$ cat config.mk
export PLATFORM = sky130hd
export DESIGN_NAME = psrs_mul
export DESIGN_NICKNAME = d
export VERILOG_FILES = /design/src/rtl/core/per_slot_running_stats_unit_defines.svh /design/src/rtl/core/psrs_mul.sv
export SDC_FILE = /design/constraint.sdc
export NUM_CORES = 2
export LEC_CHECK = 0
export BUFFER_PORTS_ARGS = -buffer_cell sky130_fd_sc_hd__buf_2
export CAP_MARGIN = 25
export CELL_PAD_IN_SITES_DETAIL_PLACEMENT = 1
export CELL_PAD_IN_SITES_GLOBAL_PLACEMENT = 1
export CORE_ASPECT_RATIO = 1.5
export CORE_UTILIZATION = 45
export CTS_BUF_LIST = sky130_fd_sc_hd__clkbuf_8
export CTS_CLUSTER_SIZE = 14
export DETAILED_ROUTE_END_ITERATION = 8
export GPL_TIMING_DRIVEN = 0
export PLACE_DENSITY_LB_ADDON = 0.1
export SLEW_MARGIN = 15
export SYNTH_ARGS = -nofsm -noshare
export SYNTH_HDL_FRONTEND = slang
export SYNTH_SLANG_ARGS = --single-unit
$ cat constraint.sdc
create_clock -name clock -period 8.8 [get_ports clock]
set_input_delay 1.76 -clock clock [delete_from_list [all_inputs] [get_ports clock]]
set_output_delay 1.76 -clock clock [all_outputs]
set_load 0.03 [all_outputs]
$ cat src/rtl/core/per_slot_running_stats_unit_defines.svh
// ----------------------------------------------------------------------------
// per_slot_running_stats_unit_defines
// Assertion macros for the running statistics unit.
// ----------------------------------------------------------------------------
`ifndef PER_SLOT_RUNNING_STATS_UNIT_DEFINES_SVH
`define PER_SLOT_RUNNING_STATS_UNIT_DEFINES_SVH
// implication checked on every clock edge outside reset
`define PSRS_ASSERT_IMP(label, clk, rst, a, b) \
   label: assert property (@(posedge clk) disable iff (rst) (a) |-> (b)) \
      else $error("assertion failed");
// next-cycle implication
`define PSRS_ASSERT_NEXT(label, clk, rst, a, b) \
   label: assert property (@(posedge clk) disable iff (rst) (a) |=> (b)) \
      else $error("assertion failed");
`endif

$ cat src/rtl/core/psrs_mul.sv
// ----------------------------------------------------------------------------
// psrs_mul
// 48 x 48 multiplier over four 24 x 24 partial products, one per cycle.
// ----------------------------------------------------------------------------
module psrs_mul (
   input  logic        clock,
   input  logic        reset,
   input  logic        start,
   input  logic [47:0] a,
   input  logic [47:0] b,
   output logic        done,
   output logic [95:0] product
);
   logic [47:0] a_ff, b_ff;
   logic [95:0] acc_ff, acc_in;
   logic [2:0]  step_ff, step_in;
   logic        busy_ff, busy_in, done_ff, done_in;
   logic [23:0] pa, pb;
   logic [47:0] pp_ff;
   logic [95:0] shifted;

   always_comb begin
      pa = step_ff[1] ? a_ff[47:24] : a_ff[23:0];
      pb = step_ff[0] ? b_ff[47:24] : b_ff[23:0];
   end

   // step k multiplies, step k+1 accumulates the registered product of step k
   always_comb begin
      case ({step_ff[2:0] - 3'd1})
         3'd0:    shifted = {48'd0, pp_ff};
         3'd1:    shifted = {24'd0, pp_ff, 24'd0};
         3'd2:    shifted = {24'd0, pp_ff, 24'd0};
         3'd3:    shifted = {pp_ff, 48'd0};
         default: shifted = '0;
      endcase
      acc_in  = acc_ff;
      step_in = step_ff;
      busy_in = busy_ff;
      done_in = 1'b0;
      if (start) begin
         acc_in  = '0;
         step_in = 3'd0;
         busy_in = 1'b1;
      end else if (busy_ff) begin
         if (step_ff != 3'd0) acc_in = acc_ff + shifted;
         step_in = step_ff + 3'd1;
         if (step_ff == 3'd4) begin
            busy_in = 1'b0;
            done_in = 1'b1;
         end
      end
   end

   always_ff @(posedge clock) begin
      if (reset) begin
         busy_ff <= 1'b0;
         done_ff <= 1'b0;
         step_ff <= '0;
      end else begin
         busy_ff <= busy_in;
         done_ff <= done_in;
         step_ff <= step_in;
      end
      if (start) begin
         a_ff <= a;
         b_ff <= b;
      end
      pp_ff  <= pa * pb;
      acc_ff <= acc_in;
   end

   assign done    = done_ff;
   assign product = acc_ff;
endmodule

**Word-level counts from Yosys, hierarchy flattened**

Cells that the tools add are included.

- $add $sub $neg: 3
- Multiply operators: 1
- Equality and inequality tests: 4
- Muxes and demuxes: 7
- Bitwise logic cells: 1
- Reductions and logical operators: 6

Operators by type and width:

| cell | number |
|---|---|
| one-hot mux 96 bit (3 select lines) | 1 |
| adder 96 bit | 1 |
| multiplier 24 x 24 -> 48 bit | 1 |
| two-way mux 24 bit | 2 |
| equality test 3 x 2 -> 1 bit (second input constant) | 2 |
| two-way mux 1 bit | 4 |
| OR reduction 2 bit | 2 |
| adder 3 x 1 -> 3 bit (second input constant) | 1 |
| equality test 3 x 1 -> 1 bit (second input constant) | 1 |
| equality test 3 bit (second input constant) | 1 |
| zero test 3 bit | 1 |
| nonzero test 3 bit | 1 |
| OR reduction 3 bit | 1 |
| subtractor 3 x 1 -> 3 bit (second input constant) | 1 |
| AND reduction 2 bit | 1 |
| NOT 1 bit | 1 |

- Flip-flop bits (word level): 245
- Input bits: 99
- Output and inout bits: 97
- Word-level logic and storage cells: 29

**Logic depth before layout (Yosys ltp)**

- Depth after elaboration: 5
- Depth in mapped cells: 33
- Mapped depth without buffers: 29

**Least setup slack after synthesis**

No wires, ideal clock.

- Kind: flip-flop to flip-flop
- From: reg step_ff[0]
- To: reg pp_ff[44]
- Library setup time: 123 ps
- Data arrival time: 8165 ps
- Required time: 8677 ps
- Path slack: 512 ps
- Cell stages (with the launch flop): 32
- Buffers on the path: 3
- Clock period less this slack: 8288 ps
- Cells stage by stage: dfxtp_1 -> clkbuf_1 -> buf_1 -> mux2i_1 -> clkbuf_1 -> nor2_1 -> fa_1 -> fa_1 -> inv_1 -> fa_1 -> inv_1 -> fa_1 -> inv_1 -> fa_1 -> inv_1 -> fa_1 -> inv_1 -> fa_1 -> inv_1 -> ha_1 -> and4_1 -> nand3_1 -> or2_2 -> o21ai_0 -> o21ai_0 -> a211oi_1 -> nor3_1 -> o21bai_1 -> a21oi_1 -> o31ai_1 -> o31ai_1 -> xnor2_1

- Longest elaborated chain between the ends: 2

RTL lines:

| what | RTL line | text |
|---|---|---|
| start: declaration | psrs_mul.sv:16 | `logic [2:0] step_ff, step_in;` |
| start signal: assignment | psrs_mul.sv:62 | `step_ff <= step_in;` |
| two-way mux 24 bit | psrs_mul.sv:24 | `pb = step_ff[0] ? b_ff[47:24] : b_ff[23:0];` |
| multiplier 24 x 24 -> 48 bit | psrs_mul.sv:68 | `pp_ff <= pa * pb;` |
| end signal: assignment | psrs_mul.sv:68 |  |
| end: declaration | psrs_mul.sv:19 | `logic [47:0] pp_ff;` |

Every way passes these cells.
A chain may end at the register's enable or synchronous reset.

**Worst setup path after layout**

- From: reg step_ff[1]
- To: reg pp_ff[44]

- Longest elaborated chain between the ends: 2

RTL lines:

| what | RTL line | text |
|---|---|---|
| two-way mux 24 bit | psrs_mul.sv:23 | `pa = step_ff[1] ? a_ff[47:24] : a_ff[23:0];` |
| multiplier 24 x 24 -> 48 bit | psrs_mul.sv:68 |  |

Every way passes these cells.

==> qor.csv <==
stage,metric,value,unit
sta,"Hold Vio Cnt, Final",0,
clock_tree,Worst-path clk slew,70,ps
worst_setup_path,crit end category,register,
yosys,synthesized cell area,32800,um^2
yosys,Compound-Gate Fraction of Synth Area,0.124,
worst_setup_path,CP most frequent cell,fa_1,
yosys,Post-synth EDFFs,96,
yosys,proportion of synthesized area in mux cells,0.0298,
floorplanning,die area,74100,um^2
yosys,Yosys reg bits,245,
clock_tree,TritonCTS clock tree,built,
worst_setup_path,R2R Setup Slk,220,ps
placed_design,Area after DPL,35200,um^2
floorplanning,row count,120,
worst_hold_path,Hold WC Path Type,register to register,
yosys,sequential share of the synthesized area,0.179,
sta,"Period Utilization, post-route",0.975,
layout,fin util,0.515,
detailed_routing,Post-DRT Antenna Nets,0,
worst_setup_path,buffer and inverter count on the worst path,6,
yosys,ranking of synthesized cells by area,"fa_1, ha_1, dfxtp_1, edfxtp_1, inv_1",
worst_setup_path,"Largest stage delay, worst path",620,ps
detailed_routing,DR WL/cell,26.2,um
yosys,"Top FF cell, synth",dfxtp_1,
job,Max Cap Viol,0,
floorplanning,starting density of the core,0.457,
placed_design,post-place setup slack,-2190,ps
detailed_routing,1st-iter DRT viols,1604,
clock_tree,total CTS buffers,42,
yosys,Post-Syn Area per Cell,8.75,um^2
yosys,cell taking the most area after synthesis,fa_1,
global_route,vias in the first global route,31000,
layout,synthesis-to-layout area growth,12.7,%
yosys,Post-synth top cells,"inv_1, nand2_1, fa_1",
placed_design,gpl congestion,1.01,
sta,Least-Margin Pin Slew,955,ps
floorplanning,chip height,333,um
global_route,largest net degree at the start of global routing,87,
detailed_routing,Residual DRC,0,
clock_tree,worst skew pair latency,670,ps
worst_setup_path,CP Class,register to register,
worst_setup_path,CP Max Fanout,10,
layout,final instance area,37000,um^2
yosys,top-area cell type share of the netlist area,0.295,
global_route,GRT Residual Overflow,0,
detailed_routing,Routed WL,130000,um
detailed_routing,TritonRoute pass-1 iters,5,
yosys,Syn Inst Count,3751,
placed_design,post-DP HPWL,109000,um
sta,clock skew,46.9,ps
worst_setup_path,crit path DAT,9160,ps
sta,min Tclk post-route,8580,ps
clock_tree,hold bufs inserted after CTS,0,
yosys,number of synthesis warnings,0,
sta,slew margin rel.,0.353,
clock_tree,clock sink total,245,
clock_tree,Root Buffer,clkbuf_8,
sta,final setup violating endpoints,0,
sta,Slew Limit Fails,0,
run_status,outcome,"finished, final reports clean",
sta,highest clock rate,117,MHz
worst_setup_path,cell family with most CP delay,adder cells,
floorplanning,core area,71800,um^2
floorplanning,chip width,223,um
floorplanning,IO Pins,196,
yosys,Syn Nets,4609,
yosys,area share of and/or/nand/nor cells after synthesis,0.146,
sta,hold slack,473,ps
detailed_routing,number of vias per cell,5.70,
clock_tree,# H-tree levels,2,
layout,Nets,4876,
yosys,Synth async-reset ratio,0,
worst_setup_path,crit start category,register,
placed_design,port buffer count,195,
yosys,largest family of logic cells by synthesized area,adder cells,
yosys,Yosys cell types,70,
yosys,adder-cell share of the synthesized area,0.400,
layout,final-layout fill cell count,8582,
worst_setup_path,Critical Path RT,9390,ps
detailed_routing,via count,28300,
global_route,first-pass GRT wire length,194000,um
sta,setup ws final,224,ps
clock_tree,clk buf depth,3,
global_route,total track usage,0.359,
global_route,initial antenna violation count,2,
yosys,post-synthesis xor/xnor area fraction,0.0344,
worst_setup_path,Critical-path top delay cell,fa_1,
layout,layout cells sized above 1,0.124,
yosys,top-count cell post-synth,inv_1,
[sequential cells by signal, indices dropped and copies added, names as in the netlist]
signal	flops
a_ff	48
b_ff	48
busy_ff	1
done	1
pp_ff	48
product	96
step_ff	3
[area by class of cell]
type,count,area (um^2),share of cell area
antenna,2,5.00,0.000135
buffer,175,907,0.0245
clock buffer,49,674,0.0182
clock inverter,29,297,0.00802
inverter,583,2190,0.0592
multi-input combinational,2742,24600,0.665
sequential,245,5870,0.159
tap,915,1140,0.0310
timing repair buffer,229,1300,0.0352
[per-layer routing]
layer | global-route usage | up-vias | wire (um)
met2 | 0.651 | 1050 | 65800
met5 | 0 | - | 0
met3 | 0.0477 | 461 | 6770
met4 | 0.272 | 0 | 12600
met1 | 0.375 | 14200 | 45300
li1 | - | 12600 | -
[tightest hold or removal path: cells and delay by family (launching register included)]
| kind | cells | cell delay (ps) |
|---|---|---|
| and+or+nand+nor | 1 | 60 |
| AOI/OAI and AO/OA | 1 | 50 |
| DFF | 1 | 320 |
[cells by family after synthesis]
kind of cell / Yosys count
DFF: 245
adders and majority gates: 759
buffers and inverters: 764
muxes: 92
AOI/OAI and AO/OA: 628
and+or+nand+nor: 1134
xor gates and xnor gates: 129
[cells in the final DEF, fill, tap and decap left out, types with 24 or more instances in the layout]
master and count:
ha_1 276, xor2_1 40, mux2_2 39, buf_2 209, clkbuf_4 25, edfxtp_1 96, mux2i_4 26, o21a_1 27
clkbuf_2 25, nor2_1 405, a22o_1 52, fa_1 483, nand2_1 506, and2_1 58, nand3_1 24, clkbuf_1 94
dfxtp_1 148, a21oi_1 208, o21ai_0 105, nand4_1 47, inv_1 585, a21o_1 84, clkbuf_8 55, xnor2_1 89
o21bai_1 31
[final timing paths]
| check | startpoint | endpoint | cells past startpoint |
|---|---|---|---|
| max | step_ff[1]$_SDFFE_PP0P_ | pp_ff[44]$_DFF_P_ | 28 |
| min | product[8]$_SDFFE_PP0P_ | product[8]$_SDFFE_PP0P_ | 2 |
| max reg2reg | step_ff[1]$_SDFFE_PP0P_ | pp_ff[44]$_DFF_P_ | 28 |
| min reg2reg | product[8]$_SDFFE_PP0P_ | product[8]$_SDFFE_PP0P_ | 2 |
[per-stage QoR]
stage / instances / setup TNS, ps
final: 4969 / 0
after global routing: 4968 / -73.9
after CTS: 4957 / 0
after detailed placement: 4876 / -34300
after global placement: 4861 / -51680
after floorplan: 3751 / 0
[timing repair]
item | in CTS | in global routing
cloned | 0 | 0
buffers inserted | 6 | 13
setup endpoints to repair | 40 | 6
pin swaps | 1 | 1
hold endpoints to repair | 0 | 0
gates resized for setup | 161 | 58
Power is left out: the tool's default activity adds up to more than one toggle a clock period on the data nets, which glitch-free logic cannot reach.
